## config.mk

```make
export PLATFORM = sky130hd
export DESIGN_NAME = report_header_deframer
export DESIGN_NICKNAME = d
export VERILOG_FILES = /design/src/design/rhd_pkg.sv /design/src/design/report_header_deframer.sv /design/src/design/rhd_in_stage.sv /design/src/design/rhd_parser.sv /design/src/design/rhd_out_stage.sv
export SDC_FILE = /design/constraint.sdc
export NUM_CORES = 1
export LEC_CHECK = 0
export BUFFER_PORTS_ARGS = -buffer_cell sky130_fd_sc_hd__buf_2
export CORE_MARGIN = 2
export CORE_UTILIZATION = 50
export CTS_CLUSTER_DIAMETER = 40
export DETAILED_ROUTE_END_ITERATION = 8
export PLACE_DENSITY = 0.67
export SLEW_MARGIN = 20
export SYNTH_ARGS = -nofsm -noshare
export SYNTH_HDL_FRONTEND = slang
export SYNTH_SLANG_ARGS = --single-unit
```

## constraint.sdc

```tcl
create_clock -name clk -period 6.6 [get_ports clk]
set_input_delay 0.66 -clock clk [delete_from_list [all_inputs] [get_ports clk]]
set_output_delay 0.66 -clock clk [all_outputs]
set_load 0.01 [all_outputs]
```

## src/design/rhd_pkg.sv

```systemverilog
// ----------------------------------------------------------------------------
// rhd_pkg
// Shared types, constants and helper functions of the report header deframer.
// ----------------------------------------------------------------------------
package rhd_pkg;

    // Largest payload buffer. Valid frame lengths are 1 .. PAYLOAD_BUF-1.
    localparam int PAYLOAD_BUF = 512;
    // Parameter characters taken after the header before the list is closed.
    localparam int PARAM_CHARS = 31;

    // Length magnitude saturates at PAYLOAD_BUF, so it needs room for that value.
    localparam int LEN_W = $clog2(PAYLOAD_BUF + 1);
    // Payload bytes still to go, at most PAYLOAD_BUF-1.
    localparam int BL_W  = (PAYLOAD_BUF > 2) ? $clog2(PAYLOAD_BUF) : 1;
    localparam int PC_W  = $clog2(PARAM_CHARS + 1);
    localparam int SOCK_W = 16;

    localparam logic [LEN_W-1:0] LEN_SAT   = LEN_W'(PAYLOAD_BUF);
    localparam logic [LEN_W-1:0] LEN_MAX   = LEN_W'(PAYLOAD_BUF - 1);
    localparam logic [PC_W-1:0]  PC_LIMIT  = PC_W'(PARAM_CHARS);
    localparam logic [SOCK_W-1:0] SOCK_SAT = 16'h8000;
    localparam logic [SOCK_W-1:0] SOCK_POS_MAX = 16'h7FFF;

    // Character codes.
    localparam logic [7:0] CH_PLUS  = 8'h2B;
    localparam logic [7:0] CH_MINUS = 8'h2D;
    localparam logic [7:0] CH_COMMA = 8'h2C;
    localparam logic [7:0] CH_COLON = 8'h3A;
    localparam logic [7:0] CH_CR    = 8'h0D;
    localparam logic [7:0] CH_LF    = 8'h0A;
    localparam logic [7:0] CH_SPACE = 8'h20;
    localparam logic [7:0] CH_TAB   = 8'h09;
    localparam logic [7:0] CH_VT    = 8'h0B;
    localparam logic [7:0] CH_FF    = 8'h0C;
    localparam logic [7:0] CH_ZERO  = 8'h30;
    localparam logic [7:0] CH_NINE  = 8'h39;

    // Result kinds.
    localparam logic KIND_DATA = 1'b0;
    localparam logic KIND_DROP = 1'b1;

    typedef enum logic [1:0] {
        PH_HUNT,
        PH_PARAM,
        PH_PAYLOAD
    } phase_t;

    typedef enum logic [2:0] {
        ST_NUM1,
        ST_SIGN1,
        ST_DIG1,
        ST_NUM2,
        ST_SIGN2,
        ST_DIG2,
        ST_DONE,
        ST_FAIL
    } num_step_t;

    typedef struct packed {
        logic               kind;
        logic [7:0]         data_byte;
        logic signed [15:0] socket_id;
        logic               last;
    } result_t;

    // Characters of the header "+SKRPTM:".
    function automatic logic [7:0] hdr_char(input logic [2:0] pos);
        logic [7:0] c;
        case (pos)
            3'd0:    c = 8'h2B;  // '+'
            3'd1:    c = 8'h53;  // 'S'
            3'd2:    c = 8'h4B;  // 'K'
            3'd3:    c = 8'h52;  // 'R'
            3'd4:    c = 8'h50;  // 'P'
            3'd5:    c = 8'h54;  // 'T'
            3'd6:    c = 8'h4D;  // 'M'
            default: c = 8'h3A;  // ':'
        endcase
        return c;
    endfunction

    // Signed socket id from sign and saturated magnitude.
    function automatic logic signed [15:0] socket_bits(input logic neg,
                                                       input logic [SOCK_W-1:0] mag);
        logic [SOCK_W-1:0] m;
        m = mag;
        if (neg) begin
            return $signed(SOCK_W'(16'h0000 - m));
        end
        if (m > SOCK_POS_MAX) begin
            m = SOCK_POS_MAX;
        end
        return $signed(m);
    endfunction

endpackage

```

## src/design/report_header_deframer.sv

```systemverilog
// ----------------------------------------------------------------------------
// report_header_deframer
// Finds "+SKRPTM:" report headers in a received byte stream, parses the
// socket and length parameters and forwards the payload bytes or a drop.
// ----------------------------------------------------------------------------
// Path: a byte accepted into the input register is parsed combinationally
// from there, and its result is loaded into the result register when the
// byte is consumed, which an output stall can hold off.
// Throughput: one byte per cycle while the output does not stall; an
// output stall holds the input in the same cycle.
// Reset: rst_n clears both stage valid flags and the parser, which then
// hunts for a header from its first character.
module report_header_deframer (
    input  logic               clk,
    input  logic               rst_n,
    input  logic               in_valid,
    output logic               in_stall,
    input  logic [7:0]         rx_byte,
    output logic               out_valid,
    input  logic               out_stall,
    output logic               kind,
    output logic [7:0]         data_byte,
    output logic signed [15:0] socket_id,
    output logic               last
);

    logic              byte_valid;
    logic [7:0]        byte_data;
    logic              slot_free;
    logic              fire;
    logic              res_valid;
    rhd_pkg::result_t  res;
    rhd_pkg::result_t  out_res;

    // A held byte is consumed whenever the result register can take a result.
    assign fire = byte_valid && slot_free;

    rhd_in_stage u_in_stage (
        .clk        (clk),
        .rst_n      (rst_n),
        .in_valid   (in_valid),
        .in_stall   (in_stall),
        .rx_byte    (rx_byte),
        .fire       (fire),
        .byte_valid (byte_valid),
        .byte_data  (byte_data)
    );

    rhd_parser u_parser (
        .clk       (clk),
        .rst_n     (rst_n),
        .fire      (fire),
        .byte_data (byte_data),
        .res_valid (res_valid),
        .res       (res)
    );

    rhd_out_stage u_out_stage (
        .clk       (clk),
        .rst_n     (rst_n),
        .fire      (fire),
        .res_valid (res_valid),
        .res       (res),
        .slot_free (slot_free),
        .out_valid (out_valid),
        .out_stall (out_stall),
        .out_res   (out_res)
    );

    assign kind      = out_res.kind;
    assign data_byte = out_res.data_byte;
    assign socket_id = out_res.socket_id;
    assign last      = out_res.last;

endmodule

```

## src/design/rhd_in_stage.sv

```systemverilog
// ----------------------------------------------------------------------------
// rhd_in_stage
// Input register: holds one received byte until the parser consumes it.
// ----------------------------------------------------------------------------
module rhd_in_stage (
    input  logic       clk,
    input  logic       rst_n,
    input  logic       in_valid,
    output logic       in_stall,
    input  logic [7:0] rx_byte,
    input  logic       fire,
    output logic       byte_valid,
    output logic [7:0] byte_data
);

    logic       valid_reg;
    logic       valid_next;
    logic [7:0] byte_reg;
    logic       take;

    // A new byte may enter while the held one is being consumed.
    assign in_stall = valid_reg && !fire;
    assign take     = in_valid && !in_stall;

    always_comb
    begin
        valid_next = valid_reg;
        if (take)
        begin
            valid_next = 1'b1;
        end
        else if (fire)
        begin
            valid_next = 1'b0;
        end
    end

    always_ff @(posedge clk or negedge rst_n)
    begin
        if (!rst_n)
        begin
            valid_reg <= 1'b0;
        end
        else
        begin
            valid_reg <= valid_next;
        end
    end

    always_ff @(posedge clk)
    begin
        if (take)
        begin
            byte_reg <= rx_byte;
        end
    end

    assign byte_valid = valid_reg;
    assign byte_data  = byte_reg;

endmodule

```

## src/design/rhd_parser.sv

```systemverilog
// ----------------------------------------------------------------------------
// rhd_parser
// Header hunt, parameter parse and payload count for one byte per cycle while bytes are consumed.
// ----------------------------------------------------------------------------
module rhd_parser (
    input  logic              clk,
    input  logic              rst_n,
    input  logic              fire,
    input  logic [7:0]        byte_data,
    output logic              res_valid,
    output rhd_pkg::result_t  res
);

    rhd_pkg::phase_t              phase_reg,  phase_next;
    logic [2:0]                   hpos_reg,   hpos_next;
    logic [rhd_pkg::PC_W-1:0]     count_reg,  count_next;
    rhd_pkg::num_step_t           step_reg,   step_next;
    logic [rhd_pkg::SOCK_W-1:0]   sock_reg,   sock_next;
    logic                         sneg_reg,   sneg_next;
    logic [rhd_pkg::LEN_W-1:0]    len_reg,    len_next;
    logic                         lneg_reg,   lneg_next;
    logic [rhd_pkg::BL_W-1:0]     left_reg,   left_next;

    logic                         is_ws;
    logic                         is_dig;
    logic [3:0]                   digit;
    logic [19:0]                  sock_acc;
    logic [rhd_pkg::SOCK_W-1:0]   sock_add;
    logic [rhd_pkg::LEN_W+3:0]    len_acc;
    logic [rhd_pkg::LEN_W-1:0]    len_add;
    logic                         finish;
    logic                         params_ok;

    assign is_ws  = (byte_data == rhd_pkg::CH_SPACE) || (byte_data == rhd_pkg::CH_TAB) ||
                    (byte_data == rhd_pkg::CH_VT) || (byte_data == rhd_pkg::CH_FF);
    assign is_dig = (byte_data >= rhd_pkg::CH_ZERO) && (byte_data <= rhd_pkg::CH_NINE);
    assign digit  = is_dig ? 4'(byte_data - rhd_pkg::CH_ZERO) : 4'd0;

    // Decimal accumulate, value*10 + digit, saturating.
    assign sock_acc = ({4'd0, sock_reg} << 3) + ({4'd0, sock_reg} << 1) + 20'(digit);
    assign sock_add = (sock_acc > 20'(rhd_pkg::SOCK_SAT)) ? rhd_pkg::SOCK_SAT
                                                          : sock_acc[rhd_pkg::SOCK_W-1:0];
    assign len_acc  = ({4'd0, len_reg} << 3) + ({4'd0, len_reg} << 1) +
                      (rhd_pkg::LEN_W+4)'(digit);
    assign len_add  = (len_acc > (rhd_pkg::LEN_W+4)'(rhd_pkg::LEN_SAT)) ? rhd_pkg::LEN_SAT
                                                          : len_acc[rhd_pkg::LEN_W-1:0];

    always_comb
    begin
        phase_next = phase_reg;
        hpos_next  = hpos_reg;
        count_next = count_reg;
        step_next  = step_reg;
        sock_next  = sock_reg;
        sneg_next  = sneg_reg;
        len_next   = len_reg;
        lneg_next  = lneg_reg;
        left_next  = left_reg;
        finish     = 1'b0;
        params_ok  = 1'b0;
        res_valid  = 1'b0;
        res        = '0;

        case (phase_reg)
            rhd_pkg::PH_PARAM:
            begin
                if (byte_data == rhd_pkg::CH_COLON)
                begin
                    finish = 1'b1;
                end
                else if ((byte_data != rhd_pkg::CH_CR) && (byte_data != rhd_pkg::CH_LF))
                begin
                    case (step_reg)
                        rhd_pkg::ST_NUM1:
                        begin
                            if (!is_ws)
                            begin
                                if (byte_data == rhd_pkg::CH_PLUS)
                                begin
                                    step_next = rhd_pkg::ST_SIGN1;
                                end
                                else if (byte_data == rhd_pkg::CH_MINUS)
                                begin
                                    sneg_next = 1'b1;
                                    step_next = rhd_pkg::ST_SIGN1;
                                end
                                else if (is_dig)
                                begin
                                    sock_next = sock_add;
                                    step_next = rhd_pkg::ST_DIG1;
                                end
                                else
                                begin
                                    step_next = rhd_pkg::ST_FAIL;
                                end
                            end
                        end
                        rhd_pkg::ST_SIGN1:
                        begin
                            if (is_dig)
                            begin
                                sock_next = sock_add;
                                step_next = rhd_pkg::ST_DIG1;
                            end
                            else
                            begin
                                step_next = rhd_pkg::ST_FAIL;
                            end
                        end
                        rhd_pkg::ST_DIG1:
                        begin
                            if (is_dig)
                            begin
                                sock_next = sock_add;
                            end
                            else if (byte_data == rhd_pkg::CH_COMMA)
                            begin
                                step_next = rhd_pkg::ST_NUM2;
                            end
                            else
                            begin
                                step_next = rhd_pkg::ST_FAIL;
                            end
                        end
                        rhd_pkg::ST_NUM2:
                        begin
                            if (!is_ws)
                            begin
                                if (byte_data == rhd_pkg::CH_PLUS)
                                begin
                                    step_next = rhd_pkg::ST_SIGN2;
                                end
                                else if (byte_data == rhd_pkg::CH_MINUS)
                                begin
                                    lneg_next = 1'b1;
                                    step_next = rhd_pkg::ST_SIGN2;
                                end
                                else if (is_dig)
                                begin
                                    len_next  = len_add;
                                    step_next = rhd_pkg::ST_DIG2;
                                end
                                else
                                begin
                                    step_next = rhd_pkg::ST_FAIL;
                                end
                            end
                        end
                        rhd_pkg::ST_SIGN2:
                        begin
                            if (is_dig)
                            begin
                                len_next  = len_add;
                                step_next = rhd_pkg::ST_DIG2;
                            end
                            else
                            begin
                                step_next = rhd_pkg::ST_FAIL;
                            end
                        end
                        rhd_pkg::ST_DIG2:
                        begin
                            if (is_dig)
                            begin
                                len_next = len_add;
                            end
                            else
                            begin
                                step_next = rhd_pkg::ST_DONE;
                            end
                        end
                        default:
                        begin
                            step_next = step_reg;
                        end
                    endcase
                    count_next = count_reg + 1'b1;
                    // A full run of characters closes the list, standing in for ':'.
                    if (count_next >= rhd_pkg::PC_LIMIT)
                    begin
                        finish = 1'b1;
                    end
                end
            end

            rhd_pkg::PH_PAYLOAD:
            begin
                res_valid      = 1'b1;
                res.kind       = rhd_pkg::KIND_DATA;
                res.data_byte  = byte_data;
                res.socket_id  = rhd_pkg::socket_bits(sneg_reg, sock_reg);
                res.last       = (left_reg <= rhd_pkg::BL_W'(1));
                if (left_reg != '0)
                begin
                    left_next = left_reg - 1'b1;
                end
                if (left_next == '0)
                begin
                    phase_next = rhd_pkg::PH_HUNT;
                    hpos_next  = 3'd0;
                end
            end

            default:
            begin
                // Header hunt; the unused phase code behaves the same way.
                phase_next = rhd_pkg::PH_HUNT;
                if (byte_data == rhd_pkg::hdr_char(hpos_reg))
                begin
                    hpos_next = hpos_reg + 3'd1;
                    if (hpos_reg == 3'd7)
                    begin
                        phase_next = rhd_pkg::PH_PARAM;
                        count_next = '0;
                        step_next  = rhd_pkg::ST_NUM1;
                        sock_next  = '0;
                        sneg_next  = 1'b0;
                        len_next   = '0;
                        lneg_next  = 1'b0;
                    end
                end
                else
                begin
                    hpos_next = (byte_data == rhd_pkg::CH_PLUS) ? 3'd1 : 3'd0;
                end
            end
        endcase

        if (finish)
        begin
            params_ok = ((step_next == rhd_pkg::ST_DIG2) || (step_next == rhd_pkg::ST_DONE)) &&
                        !lneg_next && (len_next != '0) && (len_next <= rhd_pkg::LEN_MAX);
            hpos_next = 3'd0;
            if (params_ok)
            begin
                phase_next = rhd_pkg::PH_PAYLOAD;
                left_next  = len_next[rhd_pkg::BL_W-1:0];
            end
            else
            begin
                phase_next    = rhd_pkg::PH_HUNT;
                res_valid     = 1'b1;
                res.kind      = rhd_pkg::KIND_DROP;
                res.data_byte = 8'd0;
                res.socket_id = rhd_pkg::socket_bits(sneg_next, sock_next);
                res.last      = 1'b1;
            end
        end
    end

    always_ff @(posedge clk or negedge rst_n)
    begin
        if (!rst_n)
        begin
            phase_reg <= rhd_pkg::PH_HUNT;
            hpos_reg  <= 3'd0;
            count_reg <= '0;
            step_reg  <= rhd_pkg::ST_NUM1;
            sock_reg  <= '0;
            sneg_reg  <= 1'b0;
            len_reg   <= '0;
            lneg_reg  <= 1'b0;
            left_reg  <= '0;
        end
        else if (fire)
        begin
            phase_reg <= phase_next;
            hpos_reg  <= hpos_next;
            count_reg <= count_next;
            step_reg  <= step_next;
            sock_reg  <= sock_next;
            sneg_reg  <= sneg_next;
            len_reg   <= len_next;
            lneg_reg  <= lneg_next;
            left_reg  <= left_next;
        end
    end

    // In the payload phase at least one byte is always still owed.
    assert property (@(posedge clk) disable iff (!rst_n)
        (phase_reg == rhd_pkg::PH_PAYLOAD) |-> (left_reg != '0))
        else $error("payload phase with no bytes left");

    // Every byte consumed in the payload phase produces a result.
    assert property (@(posedge clk) disable iff (!rst_n)
        (fire && (phase_reg == rhd_pkg::PH_PAYLOAD)) |-> res_valid)
        else $error("payload byte without result");

    // A drop result always closes the frame and returns to the hunt.
    assert property (@(posedge clk) disable iff (!rst_n)
        (fire && res_valid && (res.kind == rhd_pkg::KIND_DROP)) |=>
        (res_valid == res_valid) && (phase_reg == rhd_pkg::PH_HUNT))
        else $error("drop result did not return to header hunt");

    // Parser state only moves when a byte is consumed.
    assert property (@(posedge clk) disable iff (!rst_n)
        !fire |=> ($stable(phase_reg) && $stable(left_reg) && $stable(count_reg)))
        else $error("parser state changed without a consumed byte");

endmodule

```

## src/design/rhd_out_stage.sv

```systemverilog
// ----------------------------------------------------------------------------
// rhd_out_stage
// Result register: holds one result until the downstream side takes it.
// ----------------------------------------------------------------------------
module rhd_out_stage (
    input  logic               clk,
    input  logic               rst_n,
    input  logic               fire,
    input  logic               res_valid,
    input  rhd_pkg::result_t   res,
    output logic               slot_free,
    output logic               out_valid,
    input  logic               out_stall,
    output rhd_pkg::result_t   out_res
);

    logic              valid_reg;
    logic              valid_next;
    rhd_pkg::result_t  res_reg;

    // The slot can be refilled in the same cycle its transaction completes.
    assign slot_free = !valid_reg || !out_stall;

    always_comb
    begin
        valid_next = valid_reg;
        if (fire)
        begin
            valid_next = res_valid;
        end
        else if (!out_stall)
        begin
            valid_next = 1'b0;
        end
    end

    always_ff @(posedge clk or negedge rst_n)
    begin
        if (!rst_n)
        begin
            valid_reg <= 1'b0;
        end
        else
        begin
            valid_reg <= valid_next;
        end
    end

    always_ff @(posedge clk)
    begin
        if (fire && res_valid)
        begin
            res_reg <= res;
        end
    end

    assign out_valid = valid_reg;
    assign out_res   = res_reg;

endmodule

```

==> results.tsv <==
metric	value	unit
Comb pwr share	6.3	%
diode count	0	
Cell Pwr Density	126	nW/um^2
Worst-Margin Slew	0.952	ns
fill count	1547	
Synth Instances	1020	
CTS Sinks	86	
clock transition at the registers of the reported paths	0.07	ns
fraction of layout cells with a size suffix above 1	11.3	%
ys async rst share	60.5	%
layout net count	1102	
drt drc	0	
max FFs per register	26	
final cycle utilization of the critical path	92.0	%
Worst Setup End Kind	flop	
core region area	16500	um^2
cell row count	47	
static leakage	4.04	nW
Final Skew	0.0114	ns
status	finished clean	
detailed placement HPWL	17400	um
# IOs	40	
Seq cells post-synth	86	
initial antenna violation count	0	
maximum VDD drop	0.121	mV
GP Congestion	0.927	
routed wire length	24200	um
final critical-path required period	6.07	ns
Synth cell types	99	
Max Cap Violations	0	
Mapped Area	8440	um^2
CTS H-tree depth	3	
total iterations of the first detailed-routing run	7	
Avg WL per Cell	19.4	um
crit-path max cell delay	0.56	ns
Crit-path slowest cell	edfxtp_1	
Slew headroom	36.5	%
die width	134	um
setup_tns	0	ns
Die ar.	17900	um^2
total power	1.14	mW
Flop pwr share	50.5	%
Worst Path Max Fanout	12	
RSZ-0062 raised after global routing	no	
crit path cell chain	o21ai_1 -> and4_4 -> nand2_1 -> xnor2_1 -> ha_1 -> o21bai_1 -> ha_1 -> nor2_1 -> o31ai_2 -> a31oi_1 -> o221a_1 -> nor3_1 -> nor4_1 -> buf_4 -> and2_4 -> a22oi_1 -> ha_1 -> o21ai_0 -> a31oi_1 -> and3_1 -> nand2_1 -> a211o_1 -> a32o_1	
cell internal pwr	841	uW
cell mode on critical path	ha_1	
Die Height	134	um
Worst Hold Slack	0.447	ns
global-route wire length before repair	39000	um
switch share	26.0	%
Clock power frac	43.2	%
Tot GR Track Use	27.3	%
quantity of gates resized following cts	0	
final setup fails	0	
root buffer cell	clkbuf_16	
Slew Limit Fails	0	
Net Count, Synth	1100	
DRT antenna net count	0	
Peak Freq	0.165	GHz
total grt overflow	0	
PortBufs	39	
Primary FF master, synth	dfrtp_1	
vias in the first global route	7427	
CP Data Required Time	6.72	ns
sw power	295	uW
vias per cell	6.46	
# hold bufs at CTS	0	
deepest clock path buffer count	2	
WS Path Type	flop to flop	
clk_lat worst skew	0.36	ns
setup repair bufs after CTS	0	
Syn. warnings	0	
Hold Path Class	input pin to async pin	
DR vias	8053	
fin area	9010	um^2
DR iter-0 viols	708	
largest net degree at the start of global routing	66	
Syn Area/Cell	8.27	um^2
startpoint types	flop	
Post-DP Area	8730	um^2
Starting Density	51.0	%
Util after Layout	54.5	%
sequential area share after synthesis	27.5	%
CTS tree	done	
EDFF count, synth	34	
Critical Path AT	6.19	ns
Hold Violations, Final	0	
area delta synth->final	6.82	%
cts bufs inserted	9	
[synth_stat cells (all sizes together), types with 5 or more instances]
library cell / number / area [um^2]
a211o: 6 / 52.6
a211oi: 11 / 108
a21o: 15 / 113
a21oi: 59 / 295
a221oi: 5 / 43.8
a22o: 7 / 61.3
a22oi: 16 / 135
a2bb2oi: 6 / 58.8
a31oi: 20 / 125
and2: 12 / 77.6
and3: 14 / 87.6
buf: 17 / 110
clkbuf: 41 / 154
dfrtp: 52 / 1300
edfxtp: 34 / 1020
ha: 66 / 826
inv: 30 / 113
mux2i: 13 / 130
nand2: 140 / 526
nand2b: 17 / 106
nand3: 35 / 185
nand3b: 5 / 37.5
nand4: 10 / 68.8
nor2: 61 / 231
nor2b: 13 / 81.3
nor3: 33 / 165
nor3b: 8 / 65.1
nor4: 9 / 56.3
nor4b: 5 / 77.6
o2111ai: 7 / 61.3
o211ai: 12 / 95.1
o21a: 13 / 97.6
o21ai: 80 / 412
o22ai: 10 / 62.6
o311ai: 7 / 61.3
o31ai: 15 / 123
or2: 8 / 50.1
xnor2: 13 / 114
xor2: 13 / 114
[per-stage QoR]
step | cells | setup slack (ns)
floorplan | 1020 | 0.803
global placement | 1231 | 0.889
detailed placement | 1231 | 0.684
CTS | 1247 | 0.655
global route | 1247 | 0.0351
finish | 1247 | 0.527
[logic make-up after synthesis]
family	synth area share [%]
mux	1.94
xor+xnor	2.70
flops	27.5
simple gates	23.7
compound gates	29.4
buf+inv	4.46
fa+ha+maj	10.3
[final timing paths]
kind | cells past startpoint | from | slack (ns) | endpoint
worst max-delay path | 23 | u_in_stage.byte_data[1]$_DFFE_PP_ | 0.53 | u_out_stage.out_res[15]$_DFFE_PP_
max in group asynchronous | 2 | rst_n | 5.65 | u_parser.left_reg[8]$_DFFE_PN0P_
worst min-delay path | 2 | rst_n | 0.45 | u_parser.sock_reg[9]$_DFFE_PN0P_
worst min register to register | 2 | u_parser.phase_reg[1]$_DFFE_PN0P_ | 0.52 | u_parser.phase_reg[1]$_DFFE_PN0P_
min in group clk | 1 | rx_byte[3] | 0.48 | u_in_stage.byte_data[3]$_DFFE_PP_
worst max register to register | 23 | u_in_stage.byte_data[1]$_DFFE_PP_ | 0.53 | u_out_stage.out_res[15]$_DFFE_PP_
[power by group through the flow]
stage	Clock, mW	Combinational (mW)	Sequential (mW)
floorplan	0	0.0551	0.575
global placement	0	0.0712	0.583
detailed placement	0	0.0714	0.584
CTS	0.501	0.0718	0.573
global route	0.525	0.0794	0.574
finish	0.491	0.0717	0.574
[critical path: cells and delay by family, from the launching register on]
kind            cells  cell delay [ns]
fa+ha+maj           3             0.87
xor+xnor            1             0.16
buf+inv             1             0.18
simple gates        8             1.56
compound gates     10             2.53
flops               1             0.56
[layout by cell type (no fill, tap or decap), types with 11 or more instances in the layout]
| cell | synthesis | layout |
|---|---|---|
| inv_1 | 29 | 29 |
| xor2_1 | 13 | 13 |
| a21oi_1 | 59 | 58 |
| and3_1 | 14 | 14 |
| dfrtp_1 | 52 | 52 |
| edfxtp_1 | 34 | 34 |
| nand2_1 | 140 | 139 |
| buf_2 | 10 | 39 |
| a22oi_1 | 13 | 13 |
| nor3_1 | 33 | 32 |
| o31ai_1 | 13 | 13 |
| nand3_1 | 33 | 33 |
| mux2i_1 | 13 | 13 |
| nor2b_1 | 13 | 13 |
| a21o_1 | 15 | 15 |
| nor2_1 | 60 | 60 |
| ha_1 | 66 | 66 |
| o21ai_1 | 14 | 13 |
| xnor2_1 | 13 | 13 |
| a31oi_1 | 20 | 20 |
| o21ai_0 | 63 | 63 |
| o21a_1 | 13 | 13 |
| nand2b_1 | 17 | 17 |
| o211ai_1 | 11 | 11 |
[per-layer routing]
metal | up-vias | global-route usage, % | share of wire [%]
li1 | 3897 | - | -
met1 | 3843 | 36.3 | 44
met2 | 254 | 44.6 | 47
met3 | 59 | 3.14 | 4.8
met4 | 0 | 12.5 | 3.7
met5 | - | 0 | 0
[cell type report]
type / instances / area [um^2] / area share (%)
well taps: 220 / 275 / 3.05
repair buffers: 49 / 270 / 3.00
clock inverters: 7 / 46.3 / 0.514
multi-input cells: 846 / 5760 / 63.9
clock buffers: 9 / 225 / 2.50
flip-flops and latches: 86 / 2320 / 25.8
inverters: 30 / 113 / 1.25
(Power assumes the default switching activity.)
